`config.mk`:
```
export PLATFORM = sky130hd
export DESIGN_NAME = mras_epoch
export DESIGN_NICKNAME = d
export VERILOG_FILES = /design/src/sv/mras_pkg.sv /design/src/sv/mras_epoch.sv
export SDC_FILE = /design/constraint.sdc
export NUM_CORES = 1
export LEC_CHECK = 0
export ABC_AREA = 0
export BUFFER_PORTS_ARGS = -buffer_cell sky130_fd_sc_hd__buf_2
export CORE_MARGIN = 2
export CORE_UTILIZATION = 45
export DETAILED_ROUTE_END_ITERATION = 6
export HOLD_SLACK_MARGIN = 0.08
export PLACE_DENSITY_LB_ADDON = 0.15
export SYNTH_ARGS = -nofsm -noshare
export SYNTH_HDL_FRONTEND = slang
export SYNTH_SLANG_ARGS = --single-unit
```
`constraint.sdc`:
```
create_clock -name i_clk -period 1.7 [get_ports i_clk]
set_input_delay 0 -clock i_clk [delete_from_list [all_inputs] [get_ports i_clk]]
set_output_delay 0 -clock i_clk [all_outputs]
set_load 0.05 [all_outputs]
```
`src/sv/mras_pkg.sv`:
```
`timescale 1ns / 1ps

package mras_pkg;

    localparam int VAR_W       = 10;
    localparam int WEIGHT_W    = 16;
    localparam int OBJ_W       = 32;
    localparam int COUNT_W     = 11;
    localparam int IDX_SPAN    = 2 ** VAR_W;
    localparam int MAX_VARS_DEF = 1024;

    localparam logic [OBJ_W-1:0]   OBJ_MAX   = '1;
    localparam logic [COUNT_W-1:0] COUNT_MAX = '1;

    // Each table entry carries the epoch in which it was written; a mismatch
    // with the current epoch means the variable is unassigned.
    localparam int EPOCH_W = 8;
    localparam logic [EPOCH_W-1:0] EPOCH_MAX   = '1;
    localparam logic [EPOCH_W-1:0] EPOCH_FIRST = EPOCH_W'(1);
    localparam logic [EPOCH_W-1:0] EPOCH_STALE = '0;

    typedef enum logic [0:0] {
        CMD_LITERAL = 1'b0,
        CMD_CLEAR   = 1'b1
    } t_cmd;

    typedef struct packed {
        t_cmd                command;
        logic [VAR_W-1:0]    var_index;
        logic                negated;
        logic                last_in_clause;
        logic [WEIGHT_W-1:0] clause_weight;
        logic                random_bit;
    } t_in_item;

    typedef struct packed {
        logic               literal_true;
        logic               newly_assigned;
        logic               assigned_value;
        logic               clause_satisfied;
        logic [OBJ_W-1:0]   objective_total;
        logic [COUNT_W-1:0] variable_count;
    } t_out_item;

    typedef struct packed {
        logic [EPOCH_W-1:0] tag;
        logic               value;
    } t_entry;

    typedef struct packed {
        logic [EPOCH_W-1:0] epoch;
        logic               busy;
    } t_epoch_status;

endpackage

```
`src/sv/mras_epoch.sv`:
```
`timescale 1ns / 1ps

module mras_epoch import mras_pkg::*; #(
    parameter int DEPTH = MAX_VARS_DEF,
    parameter int AW    = $clog2(DEPTH)
) (
    input  logic          i_clk,
    input  logic          i_rst_n,
    input  logic          i_clear,
    output t_epoch_status o_status,
    output logic          o_sweep_we,
    output logic [AW-1:0] o_sweep_addr
);

    localparam logic [AW-1:0] LAST_ADDR = AW'(DEPTH - 1);

    logic [EPOCH_W-1:0] r_epoch;
    logic               r_busy;
    logic [AW-1:0]      r_addr;

    // When the epoch counter runs out, every tag is rewritten to the stale
    // value so that old entries can never alias a reused epoch.
    always_ff @(posedge i_clk) begin
        if (!i_rst_n) begin
            r_epoch <= EPOCH_FIRST;
            r_busy  <= 1'b1;
            r_addr  <= '0;
        end else if (r_busy) begin
            r_addr <= r_addr + AW'(1);
            if (r_addr == LAST_ADDR) begin
                r_busy <= 1'b0;
            end
        end else if (i_clear) begin
            if (r_epoch == EPOCH_MAX) begin
                r_epoch <= EPOCH_FIRST;
                r_busy  <= 1'b1;
                r_addr  <= '0;
            end else begin
                r_epoch <= r_epoch + EPOCH_W'(1);
            end
        end
    end

    assign o_status.epoch = r_epoch;
    assign o_status.busy  = r_busy;
    assign o_sweep_we     = r_busy;
    assign o_sweep_addr   = r_addr;

endmodule

```
Word level (Yosys, flattened, before mapping)
Index checks and enable logic that the tools add are counted.
{"block": "classes", "reduce_logical": 4, "addsub": 2, "eq_ne": 2, "n_bitwise": 1, "n_mux": 8}
{"operator": "10-bit 2-to-1 mux", "n": 3}
{"operator": "10-bit by 1-bit adder with 10-bit output (second input constant)", "n": 1}
{"operator": "10-bit == test (second input constant)", "n": 1}
{"operator": "8-bit by 1-bit adder with 8-bit output (second input constant)", "n": 1}
{"operator": "8-bit == test (second input constant)", "n": 1}
{"operator": "8-bit 2-to-1 mux", "n": 1}
{"operator": "1-bit 2-to-1 mux", "n": 4}
{"operator": "2-bit AND reduction", "n": 2}
{"operator": "2-bit nonzero test", "n": 2}
{"operator": "1-bit inverter", "n": 1}
{"block": "word_totals", "out_inout_bits": 20, "regBits": 19, "input_bits": 3}

Depth between registers and ports, before layout
{"block": "logic_depth", "ltp_word": 4, "mapped_depth": 6, "mapped_depth_nobuf": 5}

Worst setup path after synthesis
No wires, ideal clock.
{"block": "synth_timing", "path_kind": "register to register", "start": "register r_epoch[0]", "end": "register r_addr[7], in the netlist o_sweep_addr[7]", "path_slack_ns": -0.315, "arrival_time_ns": 1.900, "t_required_ns": 1.585, "path_stages_with_launch": 7, "setup_ns": 0.115, "cell_sequence": "dfxtp_1 > ha_1 > nand3b_1 > or3_1 > buf_2 > and3_1 > o21a_1"}
{"block": "synth_between", "elab_chain_cells": 3}
{"item": "start, declared", "line_no": "mras_epoch.sv:17", "source": "logic [EPOCH_W-1:0] r_epoch;"}
{"item": "start signal, assigned", "line_no": "mras_epoch.sv:39", "source": "r_epoch <= r_epoch + EPOCH_W'(1);"}
{"item": "8-bit == test", "line_no": "mras_epoch.sv:34", "source": "if (r_epoch == EPOCH_MAX) begin"}
{"item": "2-bit nonzero test (no source line)"}
{"item": "2-bit AND reduction (no source line)"}
{"item": "end signal, assigned", "line_no": "mras_epoch.sv:29", "source": "r_addr <= r_addr + AW'(1);"}
{"item": "end, declared", "line_no": "mras_epoch.sv:19", "source": "logic [AW-1:0] r_addr;"}
No other way between the ends.
A chain may end at the register's enable or synchronous reset.

Worst setup path after layout
{"block": "layout_timing", "start": "register r_epoch[0]", "end": "register r_addr[4], in the netlist o_sweep_addr[4]"}
Same word-level chain as after synthesis.

==> results.yml <==
pwr:
  power_per_cell_area_nw_per_um2: 677
  static_leakage_nw: 0.478
  peakVddDrop_mv: 0.471
detailed_routing:
  detail_route.first_pass.iterations: 4
  mean_routed_wirelength_per_cell_microns: 11.9
  antenna_violating_nets_post_route: 0
  dr_total_vias: 830
  drt_first_iter_violations: 13
  drt-total-wl_microns: 1880
  number_of_remaining_drc_errors: 0
  vias_per_cell: 5.25
logic_synthesis:
  post-synth-top-area-cell: "sky130_fd_sc_hd__dfxtp_1"
  synth_enable_flop_cells: 0
  synth.top_cell.area_share_pct: 43.7
  synth_seq_area_share_pct: 43.7
  synth_ff_type: "sky130_fd_sc_hd__dfxtp_1"
  synth.net_count: 108
  synth.avg_cell_area_sq_um: 8.44
  synth_common_cells: "19 x sky130_fd_sc_hd__dfxtp_1, 13 x sky130_fd_sc_hd__nor2_1, 10 x sky130_fd_sc_hd__nand2_1, 7 x sky130_fd_sc_hd__nand3_1, 6 x sky130_fd_sc_hd__xor2_1"
  yosys_warnings: 0
  postSynthCellCount: 103
  yosys.cell_count.top_type: "sky130_fd_sc_hd__dfxtp_1"
  post_synth_num_cell_types: 30
  yosys_register_bits: 19
  postSynth.asyncResetShare_pct: 0
  cells_taking_the_most_area_after_synthesis: "sky130_fd_sc_hd__dfxtp_1 44%, sky130_fd_sc_hd__xor2_1 6.0%, sky130_fd_sc_hd__nor2_1 5.6%"
  syn_area_sq_um: 870
final_layout:
  multi_input_area_sq_um: 457
  insertedDiodeCount: 0
  finish.instance_area_sq_um: 1080
  ff_latch_area_sq_um: 385
  synthToLayoutAreaGrowth_pct: 24.6
  final_nets: 139
  drive_gt1_share_pct: 27.1
  fillers: 152
  finalCoreUtilization_pct: 61.4
floorplan:
  design.core.area_sq_um: 1760
  die_height_microns: 48.0
  start_util_pct: 49.3
  floorplan.rows: 15
  dieArea_sq_um: 2300
  die_w_microns: 48.0
  top_level_ports: 23
sta:
  setup_viol: 0
  grt_setup_unrepaired: "no"
  period_minus_ws_final_ns: 1.58
  fin_skew_ns: 0.00860
  final-max-slew-violation-count: 0
  slew_headroom_pct: 65.4
  tightest_slew_ns: 0.514
  final.setup.worst_slack_ns: 0.117
  post-route-period-util_pct: 93.1
  hold_slack_ns: 0.112
  peak_freq_ghz: 0.632
  hold_viol_final: 0
grt:
  vias_in_the_first_global_route: 724
  overflow: 0
  first_pass_grt_wire_length_microns: 3060
  grt_start_max_net_pins: 11
  globalRouteTotalUtil_pct: 19.3
  antenna_found_initial: 0
clocking:
  cts_max_path_buffers: 2
  cts_made_buffers: 3
  cts_setup_buffers: 0
  htreeDepth: 1
  clockRootBuffer: "sky130_fd_sc_hd__clkbuf_4"
  cts_num_sinks: 19
  insertion_delay_ns: 0.29
  cts.clk_slew.worst_paths_ns: 0.11
  post_cts_resized: 0
  tritoncts: "yes"
critical_path:
  setup.worst_path.end_class: "flop"
  worst-endpoint-required_ns: 1.89
  setup.worst_path.class: "flop to flop"
  worstPathArrival_ns: 1.77
  crit_path_start_kind: "flop"
  worstPathMaxFanout: 5
placement:
  numPortBuffers: 22
  final_estimated_routing_congestion_in_global_placement: 0.781
  placedInstanceArea_sq_um: 1050
  detailedPlacementHpwl_microns: 1430
  place_worst_setup_slack_ns: 0.106
job:
  drv.max_cap_violation_count: 0
status:
  run_status: "finished, final reports clean"
worst_hold_path:
  holdCritPathClass: "input pin to flop"
## layer usage
layer / part of all wire [%] / up-vias / GRT usage, %
li1: - / 426 / -
met1: 47 / 368 / 24.9
met2: 45 / 32 / 30.1
met3: 5.8 / 4 / 5.66
met4: 1.5 / 0 / 7.57
met5: 0 / - / 0
## repair_timing
action | CTS | global route
hold buffers | 1 | 0
setup endpoints to repair | 0 | 0
endpoints found under the hold margin | 6 | 0
## per-stage QoR
stage	cells	total power, W	TNS [ns]
finish	158	0.000733	0
global placement	153	0.000519	0
floorplan	103	0.000506	-0.102
detailed placement	153	0.000520	0
global route	158	0.000779	0
CTS	158	0.000745	0
## path summary, 6_finish.rpt
check,start,to,slack [ns],depth (start not counted)
hold reg to reg,o_sweep_addr[1],o_sweep_addr[1],0.49,2
setup / recovery,r_epoch[0],o_sweep_addr[4],0.12,6
hold / removal,i_clear,r_epoch[2],0.11,4
setup reg to reg,r_epoch[0],o_sweep_addr[4],0.12,6
## layout make-up
type	instances	area share [%]
inverters	3	1.04
well taps	25	2.89
clock buffers	4	2.42
multi-input cells	77	42.1
flip-flops and latches	19	35.6
repair buffers	30	15.9
## power breakdown
group	leakage (nW)	switching (W)	internal (W)
Sequential	0.154	0.00000602	0.000452
Combinational	0.309	0.0000381	0.0000151
Clock	0.0150	0.000131	0.0000912
Total	0.478	0.000175	0.000558
## critical path, cell delays in order, from the launching register on
cell and delay [ns]:
sky130_fd_sc_hd__dfxtp_2 0.38, sky130_fd_sc_hd__ha_1 0.23, sky130_fd_sc_hd__nand3b_1 0.12, sky130_fd_sc_hd__or3_1 0.42, sky130_fd_sc_hd__buf_4 0.17, sky130_fd_sc_hd__a21oi_1 0.12
sky130_fd_sc_hd__nor2_1 0.05
## cells by family (layout without fill, tap and decap cells)
kind of cell / Yosys count / in the layout / synth area share, %
mux: 1 / 1 / 1.15
xor+xnor: 10 / 10 / 10.1
fa+ha+maj: 2 / 2 / 2.88
flops: 19 / 19 / 43.7
buf+inv: 7 / 37 / 3.74
compound gates: 14 / 14 / 9.64
simple gates: 50 / 50 / 28.8
## layout by cell type (no fill, tap or decap)
master | netlist | final
sky130_fd_sc_hd__and2_1 | 1 | 1
sky130_fd_sc_hd__mux2i_1 | 1 | 1
sky130_fd_sc_hd__nand4_1 | 5 | 5
sky130_fd_sc_hd__a21oi_1 | 3 | 3
sky130_fd_sc_hd__nand2b_1 | 1 | 1
sky130_fd_sc_hd__a31oi_1 | 2 | 2
sky130_fd_sc_hd__buf_2 | 2 | 22
sky130_fd_sc_hd__o21a_1 | 1 | 1
sky130_fd_sc_hd__a311oi_1 | 1 | 1
sky130_fd_sc_hd__clkbuf_4 | 0 | 3
sky130_fd_sc_hd__o31ai_1 | 1 | 1
sky130_fd_sc_hd__dfxtp_2 | 0 | 4
sky130_fd_sc_hd__or4_1 | 1 | 1
sky130_fd_sc_hd__clkbuf_1 | 1 | 1
sky130_fd_sc_hd__o211ai_1 | 1 | 1
sky130_fd_sc_hd__nor3_1 | 1 | 1
sky130_fd_sc_hd__and4_1 | 1 | 1
sky130_fd_sc_hd__nor2_1 | 13 | 13
sky130_fd_sc_hd__nand3_1 | 7 | 7
sky130_fd_sc_hd__or3_1 | 3 | 3
sky130_fd_sc_hd__and3_1 | 3 | 3
sky130_fd_sc_hd__buf_4 | 1 | 7
sky130_fd_sc_hd__dfxtp_1 | 19 | 15
sky130_fd_sc_hd__xnor2_1 | 4 | 4
sky130_fd_sc_hd__nor4_1 | 2 | 2
sky130_fd_sc_hd__ha_1 | 2 | 2
sky130_fd_sc_hd__nand3b_1 | 1 | 1
sky130_fd_sc_hd__inv_1 | 3 | 3
sky130_fd_sc_hd__xor2_1 | 6 | 6
sky130_fd_sc_hd__nand2_1 | 10 | 10
sky130_fd_sc_hd__o21ai_0 | 5 | 5
sky130_fd_sc_hd__dlygate4sd3_1 | 0 | 1
sky130_fd_sc_hd__nor2b_1 | 1 | 1
## flip-flops by register name (all words and copies together), names as in the netlist
register / cells
o_sweep_addr: 10
o_sweep_we: 1
r_epoch: 8
No activity file was read; power rests on OpenSTA's default activity.
